`src/rtl/smls_pkg.sv`:
```
// Shared types, codes and sizes for the slot motor limit sequencer.
// No dependencies.
package smls_pkg;

    localparam int ROWS   = 10;
    localparam int COLS   = 10;
    localparam int LINE_W = 10;
    localparam int ROW_W  = 4;
    localparam int COL_W  = 4;
    localparam int CNT_W  = 16;
    localparam int CFG_IDX_W = 2;

    localparam logic [CNT_W-1:0] SETTLE_RESET  = CNT_W'(500);
    localparam logic [CNT_W-1:0] TIMEOUT_RESET = CNT_W'(4000);

    typedef enum logic {
        FN_TICK  = 1'b0,
        FN_START = 1'b1
    } func_t;

    typedef enum logic [2:0] {
        PH_IDLE    = 3'd0,
        PH_RUN     = 3'd1,
        PH_TIMEOUT = 3'd2,
        PH_LIMERR  = 3'd3,
        PH_PREP    = 3'd4
    } phase_t;

    typedef enum logic [1:0] {
        PL_LOW     = 2'd0,
        PL_HIGH    = 2'd1,
        PL_UNKNOWN = 2'd2
    } prior_t;

    typedef enum logic [1:0] {
        AL_NONE     = 2'd0,
        AL_CHANNEL  = 2'd1,
        AL_CONFLICT = 2'd2
    } alarm_t;

    typedef enum logic [CFG_IDX_W-1:0] {
        REG_SETTLE  = 2'd0,
        REG_TIMEOUT = 2'd1
    } cfg_reg_t;

    typedef struct packed {
        phase_t             phase;
        logic [ROW_W-1:0]   active_row;
        logic [COL_W-1:0]   active_col;
        logic [CNT_W-1:0]   settle_count;
        logic               settle_armed;
        logic [CNT_W-1:0]   timeout_count;
        logic               timeout_armed;
        prior_t             prior_limit;
    } seq_state_t;

    typedef struct packed {
        logic [LINE_W-1:0]  row_drive;
        logic [LINE_W-1:0]  col_drive;
        phase_t             motor_status;
        logic               start_accepted;
        alarm_t             alarm;
    } result_t;

endpackage

```
`src/rtl/smls_ctrl.sv`:
```
// Sequencer state register and per-beat next-state / result logic.
// Depends on smls_pkg.
module smls_ctrl
    import smls_pkg::*;
(
    input  logic                clk,
    input  logic                rst_n,
    input  logic                step,
    input  logic                func,
    input  logic [ROW_W-1:0]    row,
    input  logic [COL_W-1:0]    col,
    input  logic [LINE_W-1:0]   limit_lines,
    input  logic [CNT_W-1:0]    settle_delay,
    input  logic [CNT_W-1:0]    run_timeout,
    output result_t             result
);

    seq_state_t st_reg;
    seq_state_t st_next;

    logic [LINE_W-1:0] lines_sh;
    logic              lim_cur;
    logic              settle_fired;

    function automatic seq_state_t stop_motor(input seq_state_t s, input phase_t ph);
        seq_state_t r;
        r               = s;
        r.active_row    = '0;
        r.active_col    = '0;
        r.settle_armed  = 1'b0;
        r.settle_count  = '0;
        r.timeout_armed = 1'b0;
        r.timeout_count = '0;
        r.prior_limit   = PL_UNKNOWN;
        r.phase         = ph;
        return r;
    endfunction

    always_comb
    begin
        st_next               = st_reg;
        result.start_accepted = 1'b0;
        result.alarm          = AL_NONE;
        settle_fired          = 1'b0;
        lines_sh              = limit_lines >> st_reg.active_row;
        lim_cur               = lines_sh[0];

        if (func == FN_START)
        begin
            if (row >= ROW_W'(ROWS) || col >= COL_W'(COLS))
            begin
                result.alarm = AL_CHANNEL;
            end
            else if (st_reg.phase == PH_RUN || st_reg.phase == PH_PREP)
            begin
                result.alarm = AL_CONFLICT;
            end
            else
            begin
                st_next.active_row    = row;
                st_next.active_col    = col;
                st_next.phase         = PH_PREP;
                st_next.settle_count  = settle_delay;
                st_next.settle_armed  = 1'b1;
                st_next.timeout_armed = 1'b0;
                st_next.timeout_count = '0;
                st_next.prior_limit   = PL_UNKNOWN;
                result.start_accepted = 1'b1;
            end
        end
        else
        begin
            if (st_reg.settle_armed)
            begin
                if (st_reg.settle_count <= CNT_W'(1))
                begin
                    settle_fired         = 1'b1;
                    st_next.settle_count = '0;
                    st_next.settle_armed = 1'b0;
                    if (lim_cur)
                    begin
                        st_next.phase         = PH_RUN;
                        st_next.timeout_count = run_timeout;
                        st_next.timeout_armed = 1'b1;
                        st_next.prior_limit   = PL_UNKNOWN;
                    end
                    else
                    begin
                        st_next = stop_motor(st_next, PH_LIMERR);
                    end
                end
                else
                begin
                    st_next.settle_count = st_reg.settle_count - CNT_W'(1);
                end
            end

            if (!settle_fired)
            begin
                if (st_next.phase == PH_RUN)
                begin
                    // edge stop needs a seen low, then a high
                    if (st_next.prior_limit == PL_LOW && lim_cur)
                        st_next = stop_motor(st_next, PH_IDLE);
                    else
                        st_next.prior_limit = lim_cur ? PL_HIGH : PL_LOW;
                end
                if (st_next.timeout_armed)
                begin
                    if (st_next.timeout_count <= CNT_W'(1))
                    begin
                        st_next      = stop_motor(st_next, PH_TIMEOUT);
                        result.alarm = AL_CHANNEL;
                    end
                    else
                    begin
                        st_next.timeout_count = st_next.timeout_count - CNT_W'(1);
                    end
                end
            end
        end

        result.motor_status = st_next.phase;
        result.row_drive    = '0;
        result.col_drive    = '0;
        if (st_next.phase == PH_PREP || st_next.phase == PH_RUN)
            result.row_drive = LINE_W'(1) << st_next.active_row;
        if (st_next.phase == PH_RUN)
            result.col_drive = LINE_W'(1) << st_next.active_col;
    end

    always_ff @(posedge clk or negedge rst_n)
    begin
        if (!rst_n)
        begin
            st_reg.phase         <= PH_IDLE;
            st_reg.active_row    <= '0;
            st_reg.active_col    <= '0;
            st_reg.settle_count  <= '0;
            st_reg.settle_armed  <= 1'b0;
            st_reg.timeout_count <= '0;
            st_reg.timeout_armed <= 1'b0;
            st_reg.prior_limit   <= PL_UNKNOWN;
        end
        else if (step)
        begin
            st_reg <= st_next;
        end
    end

endmodule

```
`src/rtl/slot_motor_limit_sequencer_top.sv`:
```
// Top level of the slot motor limit sequencer: config registers, beat handshake, result register.
// Depends on smls_pkg and smls_ctrl.
//
// Slot motor limit sequencer. Each input beat is either a one-millisecond tick (func 0) or a
// start request for one row/column motor (func 1), and every beat yields exactly one result
// beat carrying the row and column drive lines, the motor status, a start-taken flag and the
// alarm raised by that beat. A start checks the channel first (row or column out of range:
// alarm 1), then the busy state (prepare or running: alarm 2); otherwise it energises the row
// line and loads the settle delay. When the delay runs out the row's limit switch is sampled:
// active means the column line is energised and the run timeout loads, inactive means a stop
// with limit error. While running, a low-then-high on the row's limit switch stops the motor
// back to idle; timeout expiry stops it with status timeout and alarm 1. A delay or timeout of
// zero expires on the first tick, as one does. Throughput is one beat per clock: the state
// update for a beat is a single pass of logic into the state and result registers, and the
// only thing that holds the input off is a result beat left sitting in the result register
// while the output side stalls. The registered result beat shows in the cycle after its input.
// Configuration writes (index 0 settle delay, index 1 run timeout, higher indexes ignored) are
// always ready and are meant to be made while no beat is in flight.
module slot_motor_limit_sequencer_top
    import smls_pkg::*;
(
    input  logic                    clk,
    input  logic                    rst_n,

    input  logic                    in_valid,
    output logic                    in_stall,
    input  logic                    func,
    input  logic [ROW_W-1:0]        row,
    input  logic [COL_W-1:0]        col,
    input  logic [LINE_W-1:0]       limit_lines,

    output logic                    out_valid,
    input  logic                    out_stall,
    output logic [LINE_W-1:0]       row_drive,
    output logic [LINE_W-1:0]       col_drive,
    output logic [2:0]              motor_status,
    output logic                    start_accepted,
    output logic [1:0]              alarm,

    input  logic                    cfg_valid,
    output logic                    cfg_ready,
    input  logic [CFG_IDX_W-1:0]    cfg_index,
    input  logic [CNT_W-1:0]        cfg_data
);

    logic [CNT_W-1:0] settle_delay_reg;
    logic [CNT_W-1:0] run_timeout_reg;

    logic     out_valid_reg;
    logic     out_valid_next;
    result_t  out_reg;
    result_t  result;
    logic     in_accept;

    // input held off only while an untaken result sits in the register
    assign in_stall  = out_valid_reg & out_stall;
    assign in_accept = in_valid & ~in_stall;
    assign cfg_ready = 1'b1;

    always_ff @(posedge clk or negedge rst_n)
    begin
        if (!rst_n)
        begin
            settle_delay_reg <= SETTLE_RESET;
            run_timeout_reg  <= TIMEOUT_RESET;
        end
        else if (cfg_valid && cfg_ready)
        begin
            case (cfg_index)
                REG_SETTLE:  settle_delay_reg <= cfg_data;
                REG_TIMEOUT: run_timeout_reg  <= cfg_data;
                default:     ;
            endcase
        end
    end

    smls_ctrl u_ctrl (
        .clk          (clk),
        .rst_n        (rst_n),
        .step         (in_accept),
        .func         (func),
        .row          (row),
        .col          (col),
        .limit_lines  (limit_lines),
        .settle_delay (settle_delay_reg),
        .run_timeout  (run_timeout_reg),
        .result       (result)
    );

    assign out_valid_next = in_accept | (out_valid_reg & out_stall);

    always_ff @(posedge clk or negedge rst_n)
    begin
        if (!rst_n)
            out_valid_reg <= 1'b0;
        else
            out_valid_reg <= out_valid_next;
    end

    // result payload: no reset needed
    always_ff @(posedge clk)
    begin
        if (in_accept)
            out_reg <= result;
    end

    assign out_valid      = out_valid_reg;
    assign row_drive      = out_reg.row_drive;
    assign col_drive      = out_reg.col_drive;
    assign motor_status   = out_reg.motor_status;
    assign start_accepted = out_reg.start_accepted;
    assign alarm          = out_reg.alarm;

endmodule

```
`config.mk`:
```
export PLATFORM = sky130hd
export DESIGN_NAME = slot_motor_limit_sequencer_top
export DESIGN_NICKNAME = d
export VERILOG_FILES = /design/src/rtl/smls_pkg.sv /design/src/rtl/smls_ctrl.sv /design/src/rtl/slot_motor_limit_sequencer_top.sv
export SDC_FILE = /design/constraint.sdc
export NUM_CORES = 1
export LEC_CHECK = 0
export BUFFER_PORTS_ARGS = -buffer_cell sky130_fd_sc_hd__buf_4
export CORE_MARGIN = 2
export CORE_UTILIZATION = 25
export CTS_CLUSTER_DIAMETER = 80
export DETAILED_ROUTE_END_ITERATION = 8
export HOLD_SLACK_MARGIN = 0.1
export PLACE_DENSITY = 0.49
export SYNTH_ARGS = -nofsm -noshare
export SYNTH_HDL_FRONTEND = slang
export SYNTH_SLANG_ARGS = --single-unit
```
`constraint.sdc`:
```
create_clock -name clk -period 4 [get_ports clk]
set_clock_uncertainty 0.1 [all_clocks]
set_input_delay 0.8 -clock clk [delete_from_list [all_inputs] [get_ports clk]]
set_output_delay 0.8 -clock clk [all_outputs]
set_load 0.005 [all_outputs]
```
==> reports/summary.txt <==
status = complete, no violations
Synth area leader = dfrtp_1
Crit Path Category = reg -> reg
top-area cell type share of the netlist area = 27.37%
Hold Path Depth = 1
Detailed Place HPWL = 13.14 mm
drt via density = 5.024
P_leak = 3.010 nW
routed length per instance = 17.52 µm
Post-synth EDFFs = 26
drt first pass iters = 5
Die W = 160.5 µm
reg2reg setup slack = 220 ps
Post-Synthesis Cells = 601
Fillers = 2,545
number of setup violations in the final report = 0
Syn. warnings = 0
Clock power frac = 15.8%
post-synth cell types = 80
Hold WC Path Type = reg -> reg
CP endpoint kind = flip-flop
slew margin rel. = 34.84%
die footprint = 0.02577 mm²
top cells by area, synth = dfrtp_1 27%, edfxtp_1 13%, mux2_2 6.2%
root buffer cell = clkbuf_16
Max Slew Vio Count = 0
Logic pwr share = 52.2%
total gr overflow = 0
Max-Cap Viols = 0
antenna violations before repair = 0
Seq cells post-synth = 106
row cnt = 57
Syn-to-layout area delta = 22.69%
CORE AREA = 0.02418 mm²
initial core utilization = 25.34%
RR Startpoint = u_ctrl.st_reg[22]
worst-case clock buffer depth = 2
antenna diode count = 0
Die Y = 160.5 µm
TritonCTS Buffers = 9
required time of the worst setup path = 3990 ps
post-route antenna net violation count = 0
top_reg_cell synth = dfrtp_1
final hold violations = 0
fin util = 31.09%
largest net degree at the start of global routing = 63
routability cong. = 0.8298
max reg flops = 47
peak supply drop = 0.0002823 V
reg-to-reg endpoint = row_drive[7]
Post-CTS Hold Buffers = 0
endpoint of the worst hold path = u_ctrl.st_reg[38]
clk sinks = 106
DRC = 0
Tightest Pin Transition = 974.4 ps
clock-pin slew on the worst setup and hold paths = 80 ps
TritonCTS clock tree = built
PwrDens = 721.8 mW/mm²
Power Internal = 3.084 mW
number of global-route vias before repair = 4,920
initial drt markers = 342
mapped cell area = 0.006126 mm²
Top Ports = 71
Via Count = 5,140
Worst-Skew Late Latency = 360 ps
startpoint types = flip-flop
sequential area share after synthesis = 45.69%
share of layout cells above drive strength 1 = 30.33%
period utilization = 94.40%
first-pass GRT wire length = 28.41 mm
Min Clock Period, post-route = 3776 ps
Async SR Flop Fraction = 75.47%
Crit path arrival time = 3760 ps
CP max FO = 10
Switching Share = 43.15%
IO Port Bufs = 69
Hold Path Origin = u_ctrl.st_reg[38]
H-tree Lvls = 3
Reg2Reg Depth = 12
final total power = 5.425 mW
Reg power frac = 32.1%
Max Freq = 264.8 MHz
Synth Net Count = 647
Syn Area/Cell = 10.19 µm²
GRT Total Usage = 13.95%
total wire length = 17.92 mm
Switch Pwr = 2.341 mW
nets = 740
[how the worst max path moves through the flow]
stage,cells past startpoint,to,startpoint
floorplan,14,row_drive[2],limit_lines[3]
global placement,14,row_drive[7],limit_lines[3]
detailed placement,14,row_drive[7],limit_lines[3]
CTS,13,row_drive[7],u_ctrl.st_reg[22]
global route,12,row_drive[0],u_ctrl.st_reg[22]
finish,12,row_drive[7],u_ctrl.st_reg[22]
[cell usage in the layout, fill, tap and decap left out, types with 5 or more instances in the layout]
master	synthesis	layout
buf_4	2	110
dfrtp_1	67	67
nor2_1	52	50
nand2_1	47	47
o21ai_0	36	36
mux2_2	34	34
nor3_1	27	27
edfxtp_1	26	26
a22o_1	24	24
a22oi_1	21	20
o21ai_1	15	15
inv_1	13	13
a21oi_1	13	13
dfstp_2	13	13
nand3_1	12	12
nand2b_1	9	9
clkbuf_16	0	9
nor4_1	8	8
xnor2_1	8	8
nor2b_1	7	7
mux2i_1	6	6
or3_1	6	6
a21o_1	6	6
nor3_2	6	6
a32oi_1	6	6
o2bb2ai_1	6	6
nand4_1	5	5
a31oi_1	5	5
[stage by stage]
stage | hold WS, ps | setup TNS [ps] | area, µm² | cells | setup slack (ps)
global placement | 376.6 | -69.02 | 7233 | 1007 | -36.98
floorplan | 356.1 | 0 | 6128 | 601 | 16.17
global route | 404.6 | -0.5875 | 7516 | 1023 | -0.5875
detailed placement | 381.0 | -515.9 | 7233 | 1007 | -81.87
finish | 391.4 | 0 | 7516 | 1023 | 224.2
CTS | 399.4 | 0 | 7508 | 1023 | 160.3
[kinds of logic after synthesis]
kind of cell	synth area share (%)
compound gates	20.12
xor+xnor	1.981
fa+ha+maj	0.8170
buf+inv	3.309
flops	45.69
mux	7.598
other cells	0.06122
simple gates	20.42
[layout make-up]
class	count	area (µm²)	area share, %
repair buffers	111	845.8	11.25
clock inverters	3	23.77	0.3163
multi-input cells	453	3142	41.80
well taps	324	405.4	5.394
flip-flops and latches	106	2799	37.24
clock buffers	13	251.5	3.346
inverters	13	48.80	0.6492
[power by group through the flow]
stage / combinational [mW] / clock, mW / sequential, mW
final: 2.83 / 0.857 / 1.74
after global routing: 3.11 / 0.930 / 1.78
after CTS: 2.82 / 0.881 / 1.74
after detailed placement: 2.80 / 0 / 1.75
after global placement: 2.81 / 0 / 1.76
after floorplan: 1.95 / 0 / 1.64
[Yosys cell counts (all sizes together), types with 6 or more instances]
cell	instances
a21o	6
a21oi	15
a22o	24
a22oi	21
a32oi	6
buf	12
clkbuf	17
dfrtp	67
dfstp	13
edfxtp	26
inv	13
mux2	34
mux2i	6
nand2	49
nand2b	9
nand3	12
nand4	6
nor2	55
nor2b	7
nor3	35
nor4	8
o21ai	54
o2bb2ai	6
or3	6
xnor2	8
[what timing repair did]
item	4_1_cts	5_1_grt
resized for setup	0	3
setup endpoints to repair	0	9
buffers inserted	0	0
[metal layers]
metal / global-route usage, % / up-vias / wire length (µm)
met2: 21.45 / 163 / 7977
met5: 0 / - / 0
met3: 2.815 / 18 / 945
li1: - / 2456 / -
met1: 20.34 / 2503 / 8808
met4: 2.785 / 0 / 187
[critical path, cell delays in order, from the launching register on]
cell and delay (ps):
dfrtp_1 460, or4_4 570, nor3_4 210, and4_2 310, nor2_4 50, a22oi_1 290
ha_1 230, or2_2 150, o221ai_2 120, o21ai_1 280, nand2_1 160, xor2_2 440
nor3_1 120
No activity file was read; power rests on OpenSTA's default activity.
